===== src/nfsa_pkg.sv =====
`default_nettype none

package nfsa_pkg;

  // fixed field widths
  localparam int unsigned IDX_BITS = 8;
  localparam int unsigned CAP_BITS = 16;
  localparam int unsigned OCC_BITS = 16;
  localparam int unsigned CFG_BITS = 9;
  // wide enough to hold any table depth, inclusive
  localparam int unsigned CNT_BITS = 13;

  typedef enum logic [1:0] {
    OP_LOAD  = 2'd0,
    OP_PLACE = 2'd1,
    OP_READ  = 2'd2
  } op_e;

  typedef enum logic [2:0] {
    ST_CLEAR,
    ST_IDLE,
    ST_SCAN,
    ST_DRAIN,
    ST_RDWAIT,
    ST_UPDATE,
    ST_RESP
  } state_e;

  // control from the sequencer into the scan unit
  typedef struct packed {
    logic start;
    logic rd_valid;
  } scan_ctrl_t;

  // status from the scan unit
  typedef struct packed {
    logic have;
    logic busy;
  } scan_stat_t;

endpackage

`default_nettype wire


===== src/nfsa_scan.sv =====
`default_nettype none

module nfsa_scan #(
  parameter int unsigned ADDR_BITS  = 8,
  parameter int unsigned COORD_BITS = 16
) (
  input  wire logic                                clk_i,
  input  wire logic                                rst_ni,
  input  wire nfsa_pkg::scan_ctrl_t                ctrl_i,
  input  wire logic        [ADDR_BITS-1:0]         rd_idx_i,
  input  wire logic signed [COORD_BITS-1:0]        rd_x_i,
  input  wire logic signed [COORD_BITS-1:0]        rd_y_i,
  input  wire logic        [nfsa_pkg::CAP_BITS-1:0] rd_cap_i,
  input  wire logic        [nfsa_pkg::OCC_BITS-1:0] rd_occ_i,
  input  wire logic signed [COORD_BITS-1:0]        req_x_i,
  input  wire logic signed [COORD_BITS-1:0]        req_y_i,
  output nfsa_pkg::scan_stat_t                     stat_o,
  output logic             [ADDR_BITS-1:0]         best_idx_o,
  output logic signed      [COORD_BITS-1:0]        best_x_o,
  output logic signed      [COORD_BITS-1:0]        best_y_o,
  output logic             [nfsa_pkg::CAP_BITS-1:0] best_cap_o,
  output logic             [nfsa_pkg::OCC_BITS-1:0] best_occ_o
);

  import nfsa_pkg::*;

  localparam int unsigned DW = COORD_BITS + 2;

  logic signed [COORD_BITS:0] dx, dy;
  logic        [COORD_BITS:0] adx, ady;
  logic        [DW-1:0]       mdist;

  // stage 1 registers
  logic                         s1_valid_q;
  logic                         s1_free_q;
  logic        [DW-1:0]         s1_d_q;
  logic signed [COORD_BITS-1:0] s1_x_q, s1_y_q;
  logic        [CAP_BITS-1:0]   s1_cap_q;
  logic        [OCC_BITS-1:0]   s1_occ_q;
  logic        [ADDR_BITS-1:0]  s1_idx_q;

  // best candidate
  logic                         have_q;
  logic        [DW-1:0]         best_d_q;
  logic                         better;

  // manhattan distance of the entry just read
  assign dx    = {req_x_i[COORD_BITS-1], req_x_i} - {rd_x_i[COORD_BITS-1], rd_x_i};
  assign dy    = {req_y_i[COORD_BITS-1], req_y_i} - {rd_y_i[COORD_BITS-1], rd_y_i};
  assign adx   = dx[COORD_BITS] ? (~dx + 1'b1) : dx;
  assign ady   = dy[COORD_BITS] ? (~dy + 1'b1) : dy;
  assign mdist = {1'b0, adx} + {1'b0, ady};

  // stage 1 valid flag
  always_ff @(posedge clk_i or negedge rst_ni) begin
    if (!rst_ni) begin
      s1_valid_q <= 1'b0;
    end else begin
      s1_valid_q <= ctrl_i.rd_valid;
    end
  end

  // stage 1 payload
  always_ff @(posedge clk_i) begin
    if (ctrl_i.rd_valid) begin
      s1_free_q <= rd_occ_i < rd_cap_i;
      s1_d_q    <= mdist;
      s1_x_q    <= rd_x_i;
      s1_y_q    <= rd_y_i;
      s1_cap_q  <= rd_cap_i;
      s1_occ_q  <= rd_occ_i;
      s1_idx_q  <= rd_idx_i;
    end
  end

  // ordering: distance, then x, then y; lower index wins by scan order
  assign better = !have_q || (s1_d_q < best_d_q) ||
                  ((s1_d_q == best_d_q) &&
                   ((s1_x_q < best_x_o) || ((s1_x_q == best_x_o) && (s1_y_q < best_y_o))));

  // stage 2 found flag
  always_ff @(posedge clk_i or negedge rst_ni) begin
    if (!rst_ni) begin
      have_q <= 1'b0;
    end else if (ctrl_i.start) begin
      have_q <= 1'b0;
    end else if (s1_valid_q && s1_free_q) begin
      have_q <= 1'b1;
    end
  end

  // stage 2 best entry
  always_ff @(posedge clk_i) begin
    if (s1_valid_q && s1_free_q && better && !ctrl_i.start) begin
      best_d_q   <= s1_d_q;
      best_x_o   <= s1_x_q;
      best_y_o   <= s1_y_q;
      best_cap_o <= s1_cap_q;
      best_occ_o <= s1_occ_q;
      best_idx_o <= s1_idx_q;
    end
  end

  assign stat_o.have = have_q;
  assign stat_o.busy = s1_valid_q;

endmodule

`default_nettype wire

===== config.mk =====
export PLATFORM = sky130hd
export DESIGN_NAME = nfsa_scan
export DESIGN_NICKNAME = d
export VERILOG_FILES = /design/src/nfsa_pkg.sv /design/src/nfsa_scan.sv
export SDC_FILE = /design/constraint.sdc
export NUM_CORES = 1
export LEC_CHECK = 0
export BUFFER_PORTS_ARGS = -buffer_cell sky130_fd_sc_hd__buf_2
export CAP_MARGIN = 25
export CORE_UTILIZATION = 44
export DETAILED_ROUTE_END_ITERATION = 10
export PLACE_DENSITY = 0.66
export SYNTH_ARGS = -nofsm -noshare
export SYNTH_HDL_FRONTEND = slang
export SYNTH_SLANG_ARGS = --single-unit

===== constraint.sdc =====
create_clock -name clk_i -period 6.6 [get_ports clk_i]
set_input_delay 0 -clock clk_i [delete_from_list [all_inputs] [get_ports clk_i]]
set_output_delay 0 -clock clk_i [all_outputs]
set_load 0.02 [all_outputs]

==> results.py <==
metrics = {
    "cells_and_area": {
        "areaGrowthSynthToFinish_pct": 25.9,
        "final_nets": 1353,
        "n_antenna_cell": 0,
        "post_layout_instance_area_um2": 12800,
        "drive_gt1_frac": 0.202,
        "post_layout_instance_count_excluding_filler_cells": 1424,
    },
    "timing": {
        "finalCriticalPeriod_ps": 5400,
        "fin_clk_skew_ps": 19.9,
        "slew_viol_final": 0,
        "finalHoldViolations": 0,
        "finalSetupViolCount": 0,
        "timing.slew.headroom": 0.353,
        "grt_setup_unrepaired": "false",
        "worst-slew-pin-transition_ps": 969,
        "max_freq_ghz": 0.185,
        "fin_tns_setup_ps": 0,
        "period_share": 0.818,
        "fin_ws_ps": 1200,
    },
    "placement": {
        "routabilityCongestion": 0.865,
        "post-place-ws_ps": 1410,
        "port_buffers": 181,
        "dp.cells": 1316,
        "dp_hpwl_um": 14900,
        "placement.cell_area_um2": 11500,
    },
    "yosys": {
        "synthesis.instances": 857,
        "yosys-mux-area-fraction": 0.000984,
        "netlist.area_leader.share": 0.534,
        "synthArstFlopShare": 0.0109,
        "synth_top_cell_by_area": "sky130_fd_sc_hd__edfxtp_1",
        "fraction_of_the_mapped_netlist_area_in_compound_gates": 0.125,
        "synth-edff-count": 181,
        "most_numerous_cell_in_the_yosys_netlist": "sky130_fd_sc_hd__edfxtp_1",
        "yosysWarnings": 0,
        "synth_fa_ha_area_frac": 0.147,
        "synthesis.nets": 1083,
        "synthesis.area_per_instance_um2": 11.9,
        "yosys-top-cells-count": "sky130_fd_sc_hd__edfxtp_1 (181), sky130_fd_sc_hd__ha_1 (115), sky130_fd_sc_hd__inv_1 (113)",
        "synth-seq-area-share": 0.539,
        "post_synth_and_or_nand_nor_area_fraction": 0.0880,
        "synth_ff_type": "sky130_fd_sc_hd__edfxtp_1",
        "post_synthesis_register_bit_count": 183,
        "netlist_top_cells_area": "sky130_fd_sc_hd__edfxtp_1 (53%), sky130_fd_sc_hd__ha_1 (14%), sky130_fd_sc_hd__inv_1 (4.2%)",
        "main_combinational_cell_family_by_area_after_synthesis": "adder cells",
        "yosys.cell_types.count": 60,
        "synth_xor_xnor_area_share": 0.0534,
        "post_synth_instance_area_um2": 10200,
    },
    "die": {
        "floorplan.core_area_um2": 22600,
        "initial_util": 0.450,
        "fp.dieArea_um2": 23700,
        "floorplan.die.height_um": 154,
        "fp.dieW_um": 154,
        "num_io_pins": 182,
        "fp-row-count": 55,
    },
    "setup_path": {
        "start_kind": "input pin",
        "critical_path_required_ps": 6760,
        "cp_data_arrival_time_ps": 5560,
        "worst-path-max-fanout": 8,
        "worst-r2r-setup-slack_ps": 2650,
        "type_of_element_capturing_the_critical_path": "flop",
        "reg2reg_to": "best_d_q[3]$_DFFE_PP_",
        "rr_worst_depth": 10,
        "r2r_start": "s1_y_q[5]$_DFFE_PP_",
        "start_to_end_type_of_the_worst_setup_path": "input pin to flop",
    },
    "cts": {
        "cts_buffers": 17,
        "numClockSinks": 183,
        "clock-root-buffer": "sky130_fd_sc_hd__clkbuf_16",
        "clockBufferDepth": 2,
        "clkSlewWorstSetupHoldPaths_ps": 80,
        "clk_latency_ps": 430,
        "htreeDepth": 4,
        "tritoncts": "yes",
        "cts.repair_timing.setup_buffer_count": 0,
    },
    "global_route": {
        "number_of_antenna_violations_at_the_first_check_in_global_routing": 0,
        "grt_util_all_layers": 0.179,
        "number_of_global_route_vias_before_repair": 6910,
        "grt_pass1_wl_um": 33500,
        "grt_start_max_net_pins": 83,
        "grt.overflow.total": 0,
    },
    "detailed_routing": {
        "antenna_violating_nets_post_route": 0,
        "drc": 0,
        "routed-via-count": 7179,
        "routedWlPerCell_um": 14.4,
        "firstDrtPassIters": 5,
        "detail_route.wirelength_um": 20500,
        "drt_iter0_markers": 347,
        "route.detailed.vias_per_inst": 5.04,
    },
    "worst_hold_path": {
        "hold_path_end": "have_q$_DFFE_PN0P_",
        "worst_hold_startpoint": "ctrl_i[1]",
        "holdCritPathClass": "input pin to flop",
        "holdPathStages": 3,
    },
    "pwr": {
        "power_density_nw_per_um2": 280,
        "vdd_drop_max_uv": 181,
        "p_leak_nw": 5.60,
    },
    "status": {
        "outcome": "completed",
    },
    "run": {
        "max_cap_violations": 0,
    },
}
metrics by stage:
step	power [W]	hold WS, ps	utilization
after global routing	0.00381	270	0.566
final	0.00359	285	0.566
after floorplan	0.00231	-296	-
after CTS	0.00362	258	0.565
after global placement	0.00256	-212	0.506
after detailed placement	0.00258	-211	0.506
placed cells by master (no fill, tap or decap), types with 6 or more instances in the layout:
cell	n
sky130_fd_sc_hd__a211oi_1	10
sky130_fd_sc_hd__a21o_1	26
sky130_fd_sc_hd__a21oi_1	50
sky130_fd_sc_hd__a31oi_1	8
sky130_fd_sc_hd__buf_2	180
sky130_fd_sc_hd__clkbuf_16	17
sky130_fd_sc_hd__clkinv_4	6
sky130_fd_sc_hd__dlygate4sd3_1	76
sky130_fd_sc_hd__edfxtp_1	181
sky130_fd_sc_hd__ha_1	115
sky130_fd_sc_hd__inv_1	113
sky130_fd_sc_hd__nand2_1	35
sky130_fd_sc_hd__nand2b_1	10
sky130_fd_sc_hd__nand3_1	12
sky130_fd_sc_hd__nand4_1	11
sky130_fd_sc_hd__nor2_1	49
sky130_fd_sc_hd__nor2b_1	12
sky130_fd_sc_hd__nor3_1	14
sky130_fd_sc_hd__o21a_1	15
sky130_fd_sc_hd__o21ai_0	38
sky130_fd_sc_hd__o31a_1	6
sky130_fd_sc_hd__o31ai_1	6
sky130_fd_sc_hd__xnor2_1	46
sky130_fd_sc_hd__xor2_1	16
metal layers:
metal,global-route usage,routed length [µm],share of wire,up-vias
met5,0,0,0,-
met4,0.0443,184,0.0090,0
met3,0.0313,642,0.031,11
met2,0.319,10300,0.50,137
met1,0.225,9330,0.46,3357
li1,-,-,-,3674
sequential cells by signal, indices dropped and copies added, names as in the netlist, 8 cells and up:
name,count
best_cap_o,16
best_d_q,18
best_idx_o,8
best_occ_o,16
best_x_o,16
best_y_o,16
s1_cap_q,16
s1_d_q,18
s1_idx_q,8
s1_occ_q,16
s1_x_q,16
s1_y_q,16
layout make-up:
type	instances	area, µm²
inverter	113	424
sequential	183	5490
clock inverter	14	158
fill	1918	9830
timing repair buffer	261	1720
tap	285	357
multi-input combinational	551	4240
clock buffer	17	425
power breakdown:
part | internal [W] | switching, W | total, W
clock | 0.000506 | 0.000489 | 0.000996
sequential | 0.00147 | 0.0000550 | 0.00153
combinational | 0.000489 | 0.000575 | 0.00106
how the worst max path moves through the flow:
| stage | endpoint | slack, ps | startpoint | depth (start not counted) |
|---|---|---|---|---|
| floorplan | best_cap_o[0]$_DFFE_PP_ | 40 | best_y_o[5]$_DFFE_PP_ | 10 |
| global placement | s1_d_q[16]$_DFFE_PP_ | 1610 | rd_x_i[0] | 22 |
| detailed placement | s1_d_q[16]$_DFFE_PP_ | 1410 | rd_x_i[0] | 22 |
| CTS | s1_d_q[16]$_DFFE_PP_ | 1290 | rd_x_i[0] | 23 |
| global route | s1_d_q[16]$_DFFE_PP_ | 660 | rd_x_i[0] | 23 |
| finish | s1_d_q[16]$_DFFE_PP_ | 1200 | rd_x_i[0] | 23 |
worst max-delay path, stage by stage:
cell and delay [ps]:
sky130_fd_sc_hd__dlygate4sd3_1 530, sky130_fd_sc_hd__buf_2 130, sky130_fd_sc_hd__ha_1 220, sky130_fd_sc_hd__fa_1 450
sky130_fd_sc_hd__nor2b_4 140, sky130_fd_sc_hd__o31a_1 170, sky130_fd_sc_hd__o31a_1 280, sky130_fd_sc_hd__o211a_1 260
sky130_fd_sc_hd__o21a_1 120, sky130_fd_sc_hd__o21ai_0 90, sky130_fd_sc_hd__a31oi_1 640, sky130_fd_sc_hd__nor2_1 120
sky130_fd_sc_hd__xnor2_1 160, sky130_fd_sc_hd__ha_1 340, sky130_fd_sc_hd__nor2b_1 140, sky130_fd_sc_hd__o21ai_0 220
sky130_fd_sc_hd__a21boi_0 200, sky130_fd_sc_hd__o21a_1 220, sky130_fd_sc_hd__o311ai_0 400, sky130_fd_sc_hd__a21oi_1 200
sky130_fd_sc_hd__a211oi_1 270, sky130_fd_sc_hd__o21bai_1 100, sky130_fd_sc_hd__xor2_1 140
timing repair:
action                    in CTS  in global routing
resized for setup              0                  0
hold buffers                  76                  0
hold endpoints to repair      86                  0
cell families (layout without fill, tap and decap cells):
| group | Yosys count | after routing |
|---|---|---|
| compound gates | 196 | 196 |
| flops | 183 | 183 |
| simple gates | 174 | 174 |
| buf+inv | 123 | 405 |
| fa+ha+maj | 118 | 118 |
| xor+xnor | 62 | 62 |
| mux | 1 | 1 |
No activity file was read; power rests on OpenSTA's default activity.
